--- config.mk ---
export PLATFORM = sky130hd
export DESIGN_NAME = tdpc_merge
export DESIGN_NICKNAME = d
export VERILOG_FILES = /design/src/hw/rtl/tdpc_pkg.sv /design/src/hw/rtl/tdpc_merge.sv
export SDC_FILE = /design/constraint.sdc
export NUM_CORES = 1
export LEC_CHECK = 0
export BUFFER_PORTS_ARGS = -buffer_cell sky130_fd_sc_hd__buf_2
export CAP_MARGIN = 10
export CORE_MARGIN = 8
export CORE_UTILIZATION = 44
export CTS_CLUSTER_DIAMETER = 120
export CTS_CLUSTER_SIZE = 8
export DETAILED_ROUTE_END_ITERATION = 12
export PLACE_DENSITY = 0.83
export SLEW_MARGIN = 40
export SYNTH_ARGS = -nofsm -noshare
export SYNTH_HDL_FRONTEND = slang
export SYNTH_SLANG_ARGS = --single-unit
export TNS_END_PERCENT = 1
--- constraint.sdc ---
create_clock -name clock -period 5.1 [get_ports clock]
set_clock_uncertainty 0.2 [all_clocks]
set_input_delay 1.02 -clock clock [delete_from_list [all_inputs] [get_ports clock]]
set_output_delay 1.02 -clock clock [all_outputs]
set_load 0.05 [all_outputs]
--- src/hw/rtl/tdpc_pkg.sv ---
`default_nettype none

package tdpc_pkg;

   localparam int SIZE = 20;
   localparam int IN_WIDTH = 20;
   localparam int COLS = (SIZE < IN_WIDTH) ? SIZE : IN_WIDTH;
   localparam int LANE_W = 5;
   localparam int NUM_LANES = (COLS + LANE_W - 1) / LANE_W;
   localparam int PAD_W = NUM_LANES * LANE_W;
   localparam int LANE_IDX_W = $clog2(LANE_W);
   localparam int LANE_CNT_W = $clog2(LANE_W + 1);
   localparam int COL_CNT_W = $clog2(COLS + 1);
   localparam int POS_W = 5;
   localparam int CNT_W = 5;
   localparam int LINES_W = 6;
   localparam int LINES_SUM_W = LINES_W + 1;
   localparam int IMG_W = 16;
   localparam int STATUS_W = 2;

   localparam logic [STATUS_W-1:0] STATUS_CORRECT = 2'd0;
   localparam logic [STATUS_W-1:0] STATUS_FIXABLE = 2'd1;
   localparam logic [STATUS_W-1:0] STATUS_UNFIXABLE = 2'd2;

   localparam logic [CNT_W-1:0] BAD_ROWS_MAX = '1;
   localparam logic [LINES_SUM_W-1:0] LINES_MAX = LINES_SUM_W'((1 << LINES_W) - 1);
   localparam logic [IMG_W-1:0] IMAGE_MAX = '1;

   typedef struct packed {
      logic                  row_par;
      logic                  any_bad;
      logic [LANE_IDX_W-1:0] first_bad;
      logic [LANE_CNT_W-1:0] bad_count;
   } lane_status_type;

   typedef struct packed {
      logic [CNT_W-1:0] bad_rows;
      logic [POS_W-1:0] first_bad_row;
      logic [IMG_W-1:0] image_number;
   } image_info_type;

endpackage

`default_nettype wire

--- src/hw/rtl/tdpc_merge.sv ---
`default_nettype none

module tdpc_merge (
   input  wire logic                             clock,
   input  wire logic                             reset,
   input  tdpc_pkg::lane_status_type             lane_status [tdpc_pkg::NUM_LANES],
   input  tdpc_pkg::image_info_type              info,
   input  wire logic                             load,
   input  wire logic                             out_stall,
   output logic                                  out_valid,
   output logic [tdpc_pkg::STATUS_W-1:0]         out_status,
   output logic [tdpc_pkg::POS_W-1:0]            out_error_row,
   output logic [tdpc_pkg::POS_W-1:0]            out_error_col,
   output logic [tdpc_pkg::LINES_W-1:0]          out_bad_lines,
   output logic [tdpc_pkg::IMG_W-1:0]            out_image_number
);

   logic [tdpc_pkg::COL_CNT_W-1:0]   col_count;
   logic [tdpc_pkg::POS_W-1:0]       ecol;
   logic [tdpc_pkg::POS_W-1:0]       erow;
   logic [tdpc_pkg::LINES_SUM_W-1:0] lines_sum;
   logic [tdpc_pkg::LINES_W-1:0]     lines;
   logic [tdpc_pkg::STATUS_W-1:0]    status;

   logic                             valid_ff;
   logic                             valid_in;
   logic [tdpc_pkg::STATUS_W-1:0]    status_ff;
   logic [tdpc_pkg::POS_W-1:0]       erow_ff;
   logic [tdpc_pkg::POS_W-1:0]       ecol_ff;
   logic [tdpc_pkg::LINES_W-1:0]     lines_ff;
   logic [tdpc_pkg::IMG_W-1:0]       image_ff;

   always_comb begin
      col_count = '0;
      ecol = tdpc_pkg::POS_W'(tdpc_pkg::SIZE + 1);
      for (int l = 0; l < tdpc_pkg::NUM_LANES; l++) begin
         col_count = col_count + tdpc_pkg::COL_CNT_W'(lane_status[l].bad_count);
      end
      // lowest lane with a failing column wins
      for (int l = tdpc_pkg::NUM_LANES - 1; l >= 0; l--) begin
         if (lane_status[l].any_bad) begin
            ecol = tdpc_pkg::POS_W'(l * tdpc_pkg::LANE_W)
                   + tdpc_pkg::POS_W'(lane_status[l].first_bad)
                   + tdpc_pkg::POS_W'(1);
         end
      end
   end

   always_comb begin
      erow = (info.first_bad_row != '0) ? info.first_bad_row
                                        : tdpc_pkg::POS_W'(tdpc_pkg::SIZE + 1);
      lines_sum = tdpc_pkg::LINES_SUM_W'(info.bad_rows)
                  + tdpc_pkg::LINES_SUM_W'(col_count);
      if (lines_sum > tdpc_pkg::LINES_MAX) begin
         lines = tdpc_pkg::LINES_W'(tdpc_pkg::LINES_MAX);
      end else begin
         lines = lines_sum[tdpc_pkg::LINES_W-1:0];
      end
      if (info.bad_rows == '0 && col_count == '0) begin
         status = tdpc_pkg::STATUS_CORRECT;
      end else if (info.bad_rows <= tdpc_pkg::CNT_W'(1)
                   && col_count <= tdpc_pkg::COL_CNT_W'(1)) begin
         status = tdpc_pkg::STATUS_FIXABLE;
      end else begin
         status = tdpc_pkg::STATUS_UNFIXABLE;
      end
   end

   always_comb begin
      valid_in = valid_ff;
      if (load) begin
         valid_in = 1'b1;
      end else if (!out_stall) begin
         valid_in = 1'b0;
      end
   end

   always_ff @(posedge clock) begin
      if (reset) begin
         valid_ff <= 1'b0;
      end else begin
         valid_ff <= valid_in;
      end
   end

   always_ff @(posedge clock) begin
      if (load) begin
         status_ff <= status;
         erow_ff <= erow;
         ecol_ff <= ecol;
         lines_ff <= lines;
         image_ff <= info.image_number;
      end
   end

   assign out_valid = valid_ff;
   assign out_status = status_ff;
   assign out_error_row = erow_ff;
   assign out_error_col = ecol_ff;
   assign out_bad_lines = lines_ff;
   assign out_image_number = image_ff;

endmodule

`default_nettype wire

**Word level (Yosys, flattened, before mapping)**

Cells that the tools add are included.

- Register bits after elaboration: 35
- Bits in latches: 0
- RAM bits: 0
- ROM bits: 0
- Output and inout port bits: 35
- Memories: 0

- Add/subtract/negate cells: 11
- $mul: 0
- Div/mod/pow operators: 0
- Magnitude comparators: 3
- Equality and inequality tests: 1
- Shifts and indexed selects: 0
- Multiplexer cells: 7
- Bitwise operators: 0
- Reductions and logical operators: 5

Operator list:

| kind | count |
|---|---|
| $mux W5 | 4 |
| $add A4 B3 Y5 const A | 2 |
| $add A5 B1 Y5 const B | 2 |
| $le A5 B1 Y1 const B | 2 |
| $logic_not A5 Y1 | 2 |
| $add A5 B5 Y6 | 1 |
| $gt A6 B6 Y1 const B | 1 |
| $add A4 B1 Y5 const B | 1 |
| $add A4 B3 Y5 | 1 |
| $add A5 B3 Y5 | 1 |
| $reduce_bool A5 Y1 | 1 |
| $add A3 B1 Y4 const B | 1 |
| $add A3 B3 Y4 | 1 |
| $add A3 B3 Y4 const A | 1 |
| $logic_and A1 B1 Y1 | 2 |
| $mux W1 | 2 |
| $mux W2 | 1 |
| $ne A2 B2 Y1 const B | 1 |

**Depth between registers and ports, before layout**

Gate-level depths: netlist of run 1.

- Depth after elaboration: 6
- Gate-level depth with buffers: 13
- Gate-level depth less buffers: 13

**Worst setup path after synthesis of run 1**

OpenSTA, ideal clock, no wires.

- Path kind: input to register
- From: input port lane_status[1] (netlist bit)
- To: register lines_ff, in the netlist out_bad_lines[4], data pin
- Setup time: 0.262 ns
- Arrival: 3.427 ns
- Setup slack: 1.210 ns
- Stages: 13
- Buffers on the path: 0
- Cell sequence: inv_1 > fa_1 > fa_1 > inv_1 > ha_1 > inv_1 > fa_1 > xor2_1 > inv_1 > ha_1 > nor2_1 > a21oi_1 > xor2_1

- Word-level cells in the longest chain between the ends: 3

Ends and longest elaborated chain:

| item | line | text |
|---|---|---|
| start, declared | tdpc_merge.sv:6 | `input tdpc_pkg::lane_status_type lane_status [tdpc_pkg::NUM_LANES],` |
| $add A5 B3 Y5 (*) | tdpc_merge.sv:37 | `col_count = col_count + tdpc_pkg::COL_CNT_W'(lane_status[l].bad_count);` |
| $add A5 B5 Y6 (*) | tdpc_merge.sv:53 | `+ tdpc_pkg::LINES_SUM_W'(col_count);` |
| $gt A6 B6 Y1 | tdpc_merge.sv:54 | `if (lines_sum > tdpc_pkg::LINES_MAX) begin` |
| end signal, assigned | tdpc_merge.sv:91 | `lines_ff <= lines;` |
| end, declared | tdpc_merge.sv:30 | `logic [tdpc_pkg::LINES_W-1:0] lines_ff;` |

Mark *: on every way between the ends. The rest lies on a longest branch, timed or not.
A chain may end at the register's enable or synchronous reset.

**Final worst setup path of run 1**

Same ends and word-level chain as after synthesis.

==> impl_metrics.env, run 1 <==
export IMPL_clock_latency_ns=0.29
export IMPL_die_w_um=80.0
export IMPL_rows=23
export IMPL_wl_per_cell_um=15.3
export IMPL_crit_type="in -> reg"
export IMPL_fin_nets=317
export IMPL_start_util_pct=45.4
export IMPL_root_buffer="clkbuf_8"
export IMPL_p_leak_nw=1.16
export IMPL_drt_iter0_markers=25
export IMPL_syn_area_um2=1800
export IMPL_synth_seq_cells=35
export IMPL_crit_fanout=3
export IMPL_cts_resized=0
export IMPL_ys_flop_type="edfxtp_1"
export IMPL_cp_required_ns=4.93
export IMPL_fmax_mhz=260
export IMPL_place_port_buffers=92
export IMPL_drc=0
export IMPL_worstSetupStartpointType="input pin"
export IMPL_synthArstFlopShare_pct=0
export IMPL_hold_viol_final=0
export IMPL_drv_cap=0
export IMPL_clock_sinks=35
export IMPL_diodes=0
export IMPL_routed_via_density=4.82
export IMPL_die_h_um=80.0
export IMPL_core_area_um2=3970
export IMPL_final_cell_mix="buf_2, edfxtp_1, inv_1"
export IMPL_cp_startpoint="lane_status[1]"
export IMPL_worstHoldPathCells=2
export IMPL_syn_inst=142
export IMPL_final_fill_count=312
export IMPL_ios=97
export IMPL_worst_r2r_cell_count=2
export IMPL_grt_pass1_vias=1443
export IMPL_grt_overflow=0
export IMPL_globalRouteTotalUtil_pct=13.5
export IMPL_place_hpwl_um=3710
export IMPL_antenna_found_initial=0
export IMPL_drive_gt1_share_pct=44.1
export IMPL_placedCellCount=278
export IMPL_gp_congestion=0.814
export IMPL_htreeDepth=2
export IMPL_slew_viol_final=0
export IMPL_synth_edf_count=34
export IMPL_dieArea_um2=6400
export IMPL_finalWorstPathRequiredPeriod_ns=3.85
export IMPL_ys_types=36
export IMPL_utilization_pct=60.6
export IMPL_synthToLayoutAreaGrowth_pct=33.5
export IMPL_slew_headroom_pct=50.6
export IMPL_layoutNonFillerInstCount=286
export IMPL_clock_path_buffers=2
export IMPL_reg2reg_to="out_valid$_SDFFE_PP0P_"
export IMPL_layout_cells_most_common="buf_2"
export IMPL_setup_tns_ns=0
export IMPL_rsz0062_at_grt="no"
export IMPL_powerDensity_nw_per_um2=404
export IMPL_cp_end_kind="flip-flop"
export IMPL_wl_um=4380
export IMPL_hp_class="reg -> reg"
export IMPL_grt_pass1_wl_um=6490
export IMPL_yosysWarnings=0
export IMPL_reg2reg_from="out_valid$_SDFFE_PP0P_"
export IMPL_fin_crit_sh_pct=75.5
export IMPL_avgSynthCellArea_um2=12.7
export IMPL_dr_total_vias=1379
export IMPL_status="complete, no violations"
export IMPL_cts_hold_buf=0
export IMPL_cts_buffers_inserted=5
export IMPL_grt_max_degree=36
export IMPL_tritoncts="done"
export IMPL_syn_num_nets=224
export IMPL_cts_setup_buffers=0
export IMPL_ys_seq_area_share_pct=57.7
export IMPL_antenna_left=0
export IMPL_worst_pin_slew_ns=0.741
export IMPL_reg2reg_slack_ns=4.28
export IMPL_path_clk_slew_ns=0.07
export IMPL_hold_start="out_valid$_SDFFE_PP0P_"
export IMPL_finalSetupViolCount=0
export IMPL_critPathArrivalTime_ns=3.68
export IMPL_min_to="out_valid$_SDFFE_PP0P_"
export IMPL_dr_pass1_iters=4
export IMPL_peakVddDrop_v=0.000130
[how the worst max path moves through the flow]
stage,depth (start not counted),slack (ns),to
6_report,14,1.25,out_bad_lines[4]$_SDFFCE_PN1P_
3_5_place_dp,14,0.93,out_bad_lines[4]$_SDFFCE_PN1P_
3_3_place_gp,14,1.04,out_bad_lines[4]$_SDFFCE_PN1P_
4_1_cts,14,1.24,out_bad_lines[4]$_SDFFCE_PN1P_
2_1_floorplan,13,1.21,out_bad_lines[4]$_SDFFCE_PN1P_
5_1_grt,14,1.10,out_bad_lines[4]$_SDFFCE_PN1P_
[cell usage after synthesis (all sizes together), types with 2 or more instances]
master	n	share of area [%]
edfxtp	34	57
inv	30	6.2
ha	13	9.0
a21oi	9	2.5
fa	7	7.8
nor2	7	1.6
clkbuf	4	0.83
o21ai	4	1.1
nand2	3	0.62
xnor2	3	1.5
a21o	2	0.90
a22oi	2	1.1
buf	2	0.90
nand2b	2	0.69
nand3	2	0.56
o21bai	2	0.83
xor2	2	0.97
[registers in the layout, summed over array words and instances (netlist names)]
signal            count
out_valid             1
out_error_col         5
out_image_number     16
out_status            2
out_error_row         5
out_bad_lines         6
[cell families (layout without fill, tap and decap cells)]
| family | Yosys count | in the layout | synth area share, % |
|---|---|---|---|
| buffers and inverters | 37 | 131 | 8.26 |
| AND/OR/NAND/NOR | 20 | 20 | 5.48 |
| adder cells (fa/ha/maj) | 20 | 20 | 16.8 |
| flip-flops | 35 | 35 | 57.7 |
| AO/OA/AOI/OAI | 25 | 25 | 9.30 |
| XOR/XNOR | 5 | 5 | 2.43 |
[final cells by class]
| class | instances | area (um^2) | share of cell area, % |
|---|---|---|---|
| timing repair buffer | 92 | 460 | 19.1 |
| sequential | 35 | 1040 | 43.2 |
| inverter | 31 | 118 | 4.89 |
| clock inverter | 3 | 43.8 | 1.82 |
| clock buffer | 5 | 68.8 | 2.86 |
| multi-input combinational | 70 | 613 | 25.5 |
| tap | 50 | 62.6 | 2.60 |
[worst max-delay path, cell delays in order]
cell,delay [ns]
buf_2,0.07
inv_1,0.04
fa_1,0.56
fa_1,0.42
inv_1,0.07
ha_1,0.16
inv_1,0.06
fa_1,0.37
xor2_1,0.19
inv_1,0.06
ha_1,0.32
nor2_1,0.06
a21oi_1,0.18
xor2_1,0.09
[routing by layer]
metal  up-vias  GRT usage [%]  routed length, um
met5         -              0                  0
met4         0           7.64                 97
met3         8           7.09                626
met2        78           22.9               2040
met1       625           12.8               1620
li1        668              -                  -
[through the flow]
| step | power, mW | setup slack [ns] | cell area (um^2) | hold WS, ns |
|---|---|---|---|---|
| detailed placement | 0.740 | 0.931 | 2290 | 0.298 |
| global placement | 0.727 | 1.04 | 2290 | 0.291 |
| finish | 0.973 | 1.25 | 2410 | 0.324 |
| floorplan | 0.649 | 1.21 | 1800 | 0.529 |
| CTS | 0.985 | 1.24 | 2410 | 0.317 |
| global route | 1.02 | 1.10 | 2410 | 0.378 |
[power by group]
part | total [mW] | switching [mW] | internal, mW
Sequential | 0.375 | 0.00832 | 0.367
Clock | 0.242 | 0.0963 | 0.145
Combinational | 0.356 | 0.247 | 0.109
Note: power is estimated with default switching activity, not from simulation.
==> inputs of run 2 (changes only) <==
- ABC_AREA: not set -> 1
- CORE_UTILIZATION: 44 -> 40
- PLACE_DENSITY: 0.83 -> 0.8
- clock period: 5.1 -> 3.3 ns (I/O delays scaled with it)
==> run 2 against run 1 <==
  * The run now ends with setup timing left
  * Routed wire length is 8.9% lower
  * Synthesized cell count is 7.7% higher
  * Design area is 4.3% higher
  * Critical path depth stayed put
  * Sequential share of layout area is 1.8 points lower
  * Power is 55% higher
  * Hold slack worse by 0.011 ns
==> impl_metrics.env, run 2 <==
export IMPL_status="complete, but fails checks"
export IMPL_violations="setup timing"
export IMPL_synth_seq_cells=35
export IMPL_reg2reg_from="out_valid$_SDFFE_PP0P_"
export IMPL_synthMuxAreaShare_pct=0
export IMPL_slew_headroom_pct=51.3
export IMPL_yosysWarnings=0
export IMPL_globalRouteTotalUtil_pct=11.6
export IMPL_utilization_pct=57.6
export IMPL_finalSetupViolCount=1
export IMPL_layoutNonFillerInstCount=308
export IMPL_start_util_pct=41.5
export IMPL_ys_flop_type="edfxtp_1"
export IMPL_grt_max_degree=36
export IMPL_rsz0062_at_grt="yes"
export IMPL_clock_sinks=35
export IMPL_dieArea_um2=6920
export IMPL_synthArstFlopShare_pct=0
export IMPL_holdWs_ns=0.313
export IMPL_dr_pass1_iters=4
export IMPL_avgSynthCellArea_um2=11.8
export IMPL_grt_busiest_layer="met2"
export IMPL_syn_num_nets=235
export IMPL_cts_buffers_inserted=5
export IMPL_wl_um=3990
export IMPL_fmax_mhz=303
export IMPL_largest_reg_flops=16
export IMPL_ys_seq_area_share_pct=57.7
export IMPL_final_cell_mix="buf_2, edfxtp_1, inv_1"
export IMPL_worstHoldPathCells=2
export IMPL_wl_per_cell_um=12.9
export IMPL_dr_total_vias=1416
export IMPL_path_clk_slew_ns=0.06
export IMPL_fin_area_um2=2510
export IMPL_clock_path_buffers=2
export IMPL_worst_r2r_cell_count=2
export IMPL_synthToLayoutAreaGrowth_pct=39.0
export IMPL_die_h_um=83.2
export IMPL_synth_adder_area_share_pct=16.8
export IMPL_crit_type="in -> reg"
export IMPL_slew_viol_final=0
export IMPL_worst_pin_slew_ns=0.731
export IMPL_fin_nets=337
export IMPL_synthSimpleGateAreaFrac_pct=12.2
export IMPL_synth_edf_count=34
export IMPL_placedCellCount=299
export IMPL_p_leak_nw=1.22
export IMPL_yosys_area_share_xor_xnor_pct=1.46
export IMPL_hp_class="reg -> reg"
export IMPL_critPathArrivalTime_ns=3.15
export IMPL_drv_cap=0
export IMPL_core_area_um2=4350
export IMPL_antenna_found_initial=0
export IMPL_use_met3_pct=6.05
export IMPL_die_w_um=83.2
export IMPL_gp_congestion=0.827
export IMPL_use_met2_pct=19.6
export IMPL_worstSetupStartpointType="input pin"
export IMPL_post_place_ws_ns=-0.355
export IMPL_reg2reg_slack_ns=2.51
export IMPL_grt_pass1_wl_um=6600
export IMPL_htreeDepth=2
export IMPL_fin_crit_sh_pct=100
export IMPL_ys_types=21
export IMPL_yosysTopAreaCell="edfxtp_1"
export IMPL_powerDensity_nw_per_um2=601
export IMPL_drt_iter0_markers=36
export IMPL_synth_top_family_by_area="adder cells"
export IMPL_grt_util_met1_pct=11.3
export IMPL_fin_ws_ns=-0.00556
export IMPL_crit_fanout=5
export IMPL_clock_latency_ns=0.28
export IMPL_drc=0
export IMPL_place_port_buffers=92
export IMPL_synth_common_cells="edfxtp_1, inv_1, nand2_1"
export IMPL_reg2reg_to="out_valid$_SDFFE_PP0P_"
export IMPL_antenna_left=0
export IMPL_hold_viol_final=0
export IMPL_synth_area_leaders="edfxtp_1, ha_1, fa_1"
export IMPL_cp_required_ns=3.14
export IMPL_total_power_mw=1.51
export IMPL_place_hpwl_um=3360
export IMPL_synth_compound_area_share_pct=4.02
export IMPL_tritoncts="done"
export IMPL_min_to="out_valid$_SDFFE_PP0P_"
export IMPL_diodes=0
export IMPL_routed_via_density=4.60
export IMPL_finalWorstPathRequiredPeriod_ns=3.31
export IMPL_rows=24
export IMPL_layout_cells_most_common="buf_2"
export IMPL_cp_end_kind="flip-flop"
export IMPL_syn_inst=153
export IMPL_cts_hold_buf=0
export IMPL_grt_overflow=0
export IMPL_grt_pass1_vias=1512
export IMPL_setup_tns_ns=-0.00556
export IMPL_peakVddDrop_v=0.000238
export IMPL_netlist_area_leader_share_pct=56.5
export IMPL_syn_area_um2=1810
export IMPL_placed_area_um2=2400
export IMPL_drive_gt1_share_pct=47.3
export IMPL_ios=97
export IMPL_root_buffer="clkbuf_8"
export IMPL_hold_start="out_valid$_SDFFE_PP0P_"
run 2: cell count changes in the layout (fill, tap and decap cells not counted), sizes merged, moves of 3 or more:
cell,delta
o211ai,+3
a21oi,-4
nand4,+3
nand2,+13
nand3b,+5
nor2,+4
nand3,+6
buf,+6
inv,+5
run 2: how the worst max path moves through the flow:
stage	from	end	slack, ns	cells after the start
finish	lane_status[1]	out_bad_lines[3]$_SDFFCE_PN1P_	-0.006	14
global route	lane_status[1]	out_bad_lines[3]$_SDFFCE_PN1P_	-0.10	14
CTS	lane_status[1]	out_bad_lines[3]$_SDFFCE_PN1P_	-0.003	14
detailed placement	lane_status[17]	out_bad_lines[3]$_SDFFCE_PN1P_	-0.35	14
global placement	lane_status[17]	out_bad_lines[3]$_SDFFCE_PN1P_	-0.31	14
floorplan	lane_status[17]	out_bad_lines[4]$_SDFFCE_PN1P_	-0.17	13
run 2: logic make-up after synthesis:
family	Yosys count
DFF	35
adders and majority gates	20
buffers and inverters	38
AOI/OAI and AO/OA	12
and+or+nand+nor	45
xor gates and xnor gates	3
run 2: timing repair:
action                                  in CTS  in global routing
setup buffers                                1                  0
pin swaps                                    7                  8
gates resized for setup                      4                  0
endpoints found under the hold margin        0                  0
endpoints found under the setup margin       2                  4
run 2: cell type report:
class                           count  area [um^2]
Multi-Input combinational cell     80          679
Inverter                           35          131
Tap cell                           52         65.1
Clock inverter                      1         5.00
Fill cell                         373         1840
Sequential cell                    35         1040
Clock buffer                        7         76.3
Timing Repair Buffer               98          512
run 2: worst max-delay path, cell delays in order:
cell      delay, ns
buf_6          0.07
inv_2          0.03
fa_1           0.54
fa_1           0.40
inv_1          0.06
ha_2           0.16
inv_2          0.04
fa_2           0.53
inv_2          0.04
ha_4           0.24
a21oi_4        0.17
nand3b_1       0.10
nand2_1        0.06
inv_1          0.04
run 2: per-layer routing:
layer / wire length [um] / vias to the layer above
li1: - / 711
met1: 1520 / 629
met4: 89 / 0
met2: 1900 / 71
met3: 471 / 5
met5: 0 / -
run 2: report_power, final:
group          switching (mW)  total, mW  internal, mW
sequential             0.0118      0.577         0.565
combinational           0.418      0.650         0.232
clock                   0.133      0.281         0.148
total                   0.563       1.51         0.945
==> inputs of run 3 (changes only) <==
- RECOVER_POWER: not set -> 50
==> run 3 against run 2 <==
  * The run ends with capacitance limit, slew limit, setup timing left
  * Highest routed layer unchanged
  * Non-clock buffer count did not move
  * Sequential power barely moved
  * Clock power barely moved
  * Routed wire length rose by 0.48%
  * Fmax barely moved
==> impl_metrics.env, run 3 (synthesis results as in run 2) <==
export IMPL_globalRouteTotalUtil_pct=11.6
export IMPL_grt_util_met1_pct=11.3
export IMPL_power_frac_comb_pct=43.1
export IMPL_grt_overflow=0
export IMPL_fin_ws_ns=-0.00434
export IMPL_clock_path_buffers=2
export IMPL_final_cell_mix="buf_2, edfxtp_1, inv_1"
export IMPL_root_buffer="clkbuf_8"
export IMPL_grt_pass1_vias=1512
export IMPL_gp_congestion=0.827
export IMPL_drive_gt1_share_pct=45.3
export IMPL_critPathMostFrequentCell="inv_2"
export IMPL_cp_required_ns=3.15
export IMPL_crit_type="in -> reg"
export IMPL_hold_viol_final=0
export IMPL_largest_reg_flops=16
export IMPL_status="complete, but fails checks"
export IMPL_slowest_stage="fa_1"
export IMPL_diodes=0
export IMPL_synthToLayoutAreaGrowth_pct=38.6
export IMPL_cp_end_kind="flip-flop"
export IMPL_cts_buffers_inserted=5
export IMPL_tritoncts="done"
export IMPL_cts_hold_buf=0
export IMPL_dr_total_vias=1410
export IMPL_dieArea_um2=6920
export IMPL_utilization_pct=57.5
export IMPL_antenna_found_initial=0
export IMPL_swShare_pct=37.3
export IMPL_holdWs_ns=0.312
export IMPL_p_sw_uw=563
export IMPL_worstSetupStartpointType="input pin"
export IMPL_fmax_mhz=303
export IMPL_slew_headroom_pct=-16.0
export IMPL_crit_chain="buf_6 > inv_2 > fa_1 > fa_1 > inv_1 > ha_2 > inv_2 > fa_2 > inv_2 > ha_4 > a21oi_4 > nand3b_1 > nand2_1 > inv_1"
export IMPL_die_w_um=83.2
export IMPL_fin_crit_sh_pct=100
export IMPL_start_util_pct=41.5
export IMPL_power_clock_fraction_pct=18.6
export IMPL_p_leak_nw=1.21
export IMPL_htreeDepth=2
export IMPL_grt_pass1_wl_um=6600
export IMPL_worst_pin_slew_ns=1.74
export IMPL_post_place_ws_ns=-0.355
export IMPL_drv_cap=1
export IMPL_place_port_buffers=92
export IMPL_drt_iter0_markers=38
export IMPL_violations="capacitance limit, slew limit, setup timing"
export IMPL_use_met3_pct=6.05
export IMPL_critPathArrivalTime_ns=3.15
export IMPL_wl_per_cell_um=13.0
export IMPL_fin_nets=337
export IMPL_dr_pass1_iters=4
export IMPL_layout_cells_most_common="buf_2"
export IMPL_finalWorstPathRequiredPeriod_ns=3.30
export IMPL_slew_viol_final=36
export IMPL_clock_sinks=35
export IMPL_antenna_left=0
export IMPL_internal_power_uw=945
export IMPL_place_hpwl_um=3360
export IMPL_grt_max_degree=36
export IMPL_powerDensity_nw_per_um2=602
export IMPL_seq_power_share_pct=38.3
export IMPL_cpPeakStageDelay_ns=0.54
export IMPL_finalSetupViolCount=1
export IMPL_drc=0
export IMPL_use_met2_pct=19.6
export IMPL_grt_busiest_layer="met2"
export IMPL_hp_class="reg -> reg"
export IMPL_ios=97
export IMPL_clock_latency_ns=0.28
export IMPL_wl_um=4000
export IMPL_path_clk_slew_ns=0.06
export IMPL_crit_fanout=5
export IMPL_routed_via_density=4.58
export IMPL_rsz0062_at_grt="yes"
export IMPL_rows=24
export IMPL_peakVddDrop_v=0.000236
export IMPL_die_h_um=83.2
export IMPL_core_area_um2=4350
[run 3: cell types whose count changed in the layout (fill, tap and decap cells not counted), sizes merged]
cell,before,now
buf,98,94
clkbuf,7,11
[run 3: final cells by class]
| class | count | area (um^2) |
|---|---|---|
| multi-input cells | 80 | 677 |
| well taps | 52 | 65.1 |
| flip-flops and latches | 35 | 1040 |
| repair buffers | 98 | 507 |
| clock inverters | 1 | 5.00 |
| inverters | 35 | 131 |
| clock buffers | 7 | 76.3 |
| fillers | 377 | 1850 |
[run 3: path summary, 6_finish.rpt]
path | to | slack [ns] | cells after the start | start
hold reg to reg | out_valid$_SDFFE_PP0P_ | 0.31 | 2 | out_valid$_SDFFE_PP0P_
setup / recovery | out_bad_lines[3]$_SDFFCE_PN1P_ | -0.004 | 14 | lane_status[1]
setup reg to reg | out_valid$_SDFFE_PP0P_ | 2.49 | 2 | out_valid$_SDFFE_PP0P_
hold / removal | out_valid$_SDFFE_PP0P_ | 0.31 | 2 | out_valid$_SDFFE_PP0P_
[run 3: through the flow]
stage	setup TNS, ns	power [mW]	instances	cell area, um^2
2_1_floorplan	-0.438	1.04	153	1850
3_3_place_gp	-1.06	1.21	299	2400
3_5_place_dp	-1.20	1.23	299	2400
4_1_cts	-0.00274	1.53	308	2510
5_1_grt	-0.236	1.60	308	2500
6_report	-0.00434	1.51	308	2500
[run 3: power by group through the flow]
stage	registers [mW]	logic [mW]	clock network (mW)
final	0.578	0.649	0.281
after global routing	0.583	0.707	0.309
after CTS	0.578	0.658	0.293
after detailed placement	0.587	0.638	0
after global placement	0.584	0.621	0
after floorplan	0.800	0.243	0
[run 3: per-layer routing]
layer	up-vias	wire length [um]
met2	65	1920
met1	630	1510
li1	710	-
met5	-	0
met3	5	485
met4	0	89
[run 3: critical path, delay by kind of cell]
kind,cells,cell delay (ns)
simple gates,2,0.16
buf+inv,6,0.28
fa+ha+maj,5,1.87
compound gates,1,0.17
[run 3: timing repair]
item                       CTS  global route
buffers inserted             1             0
setup endpoints to repair    2             4
pin swaps                    7             8
resized for setup            4             0
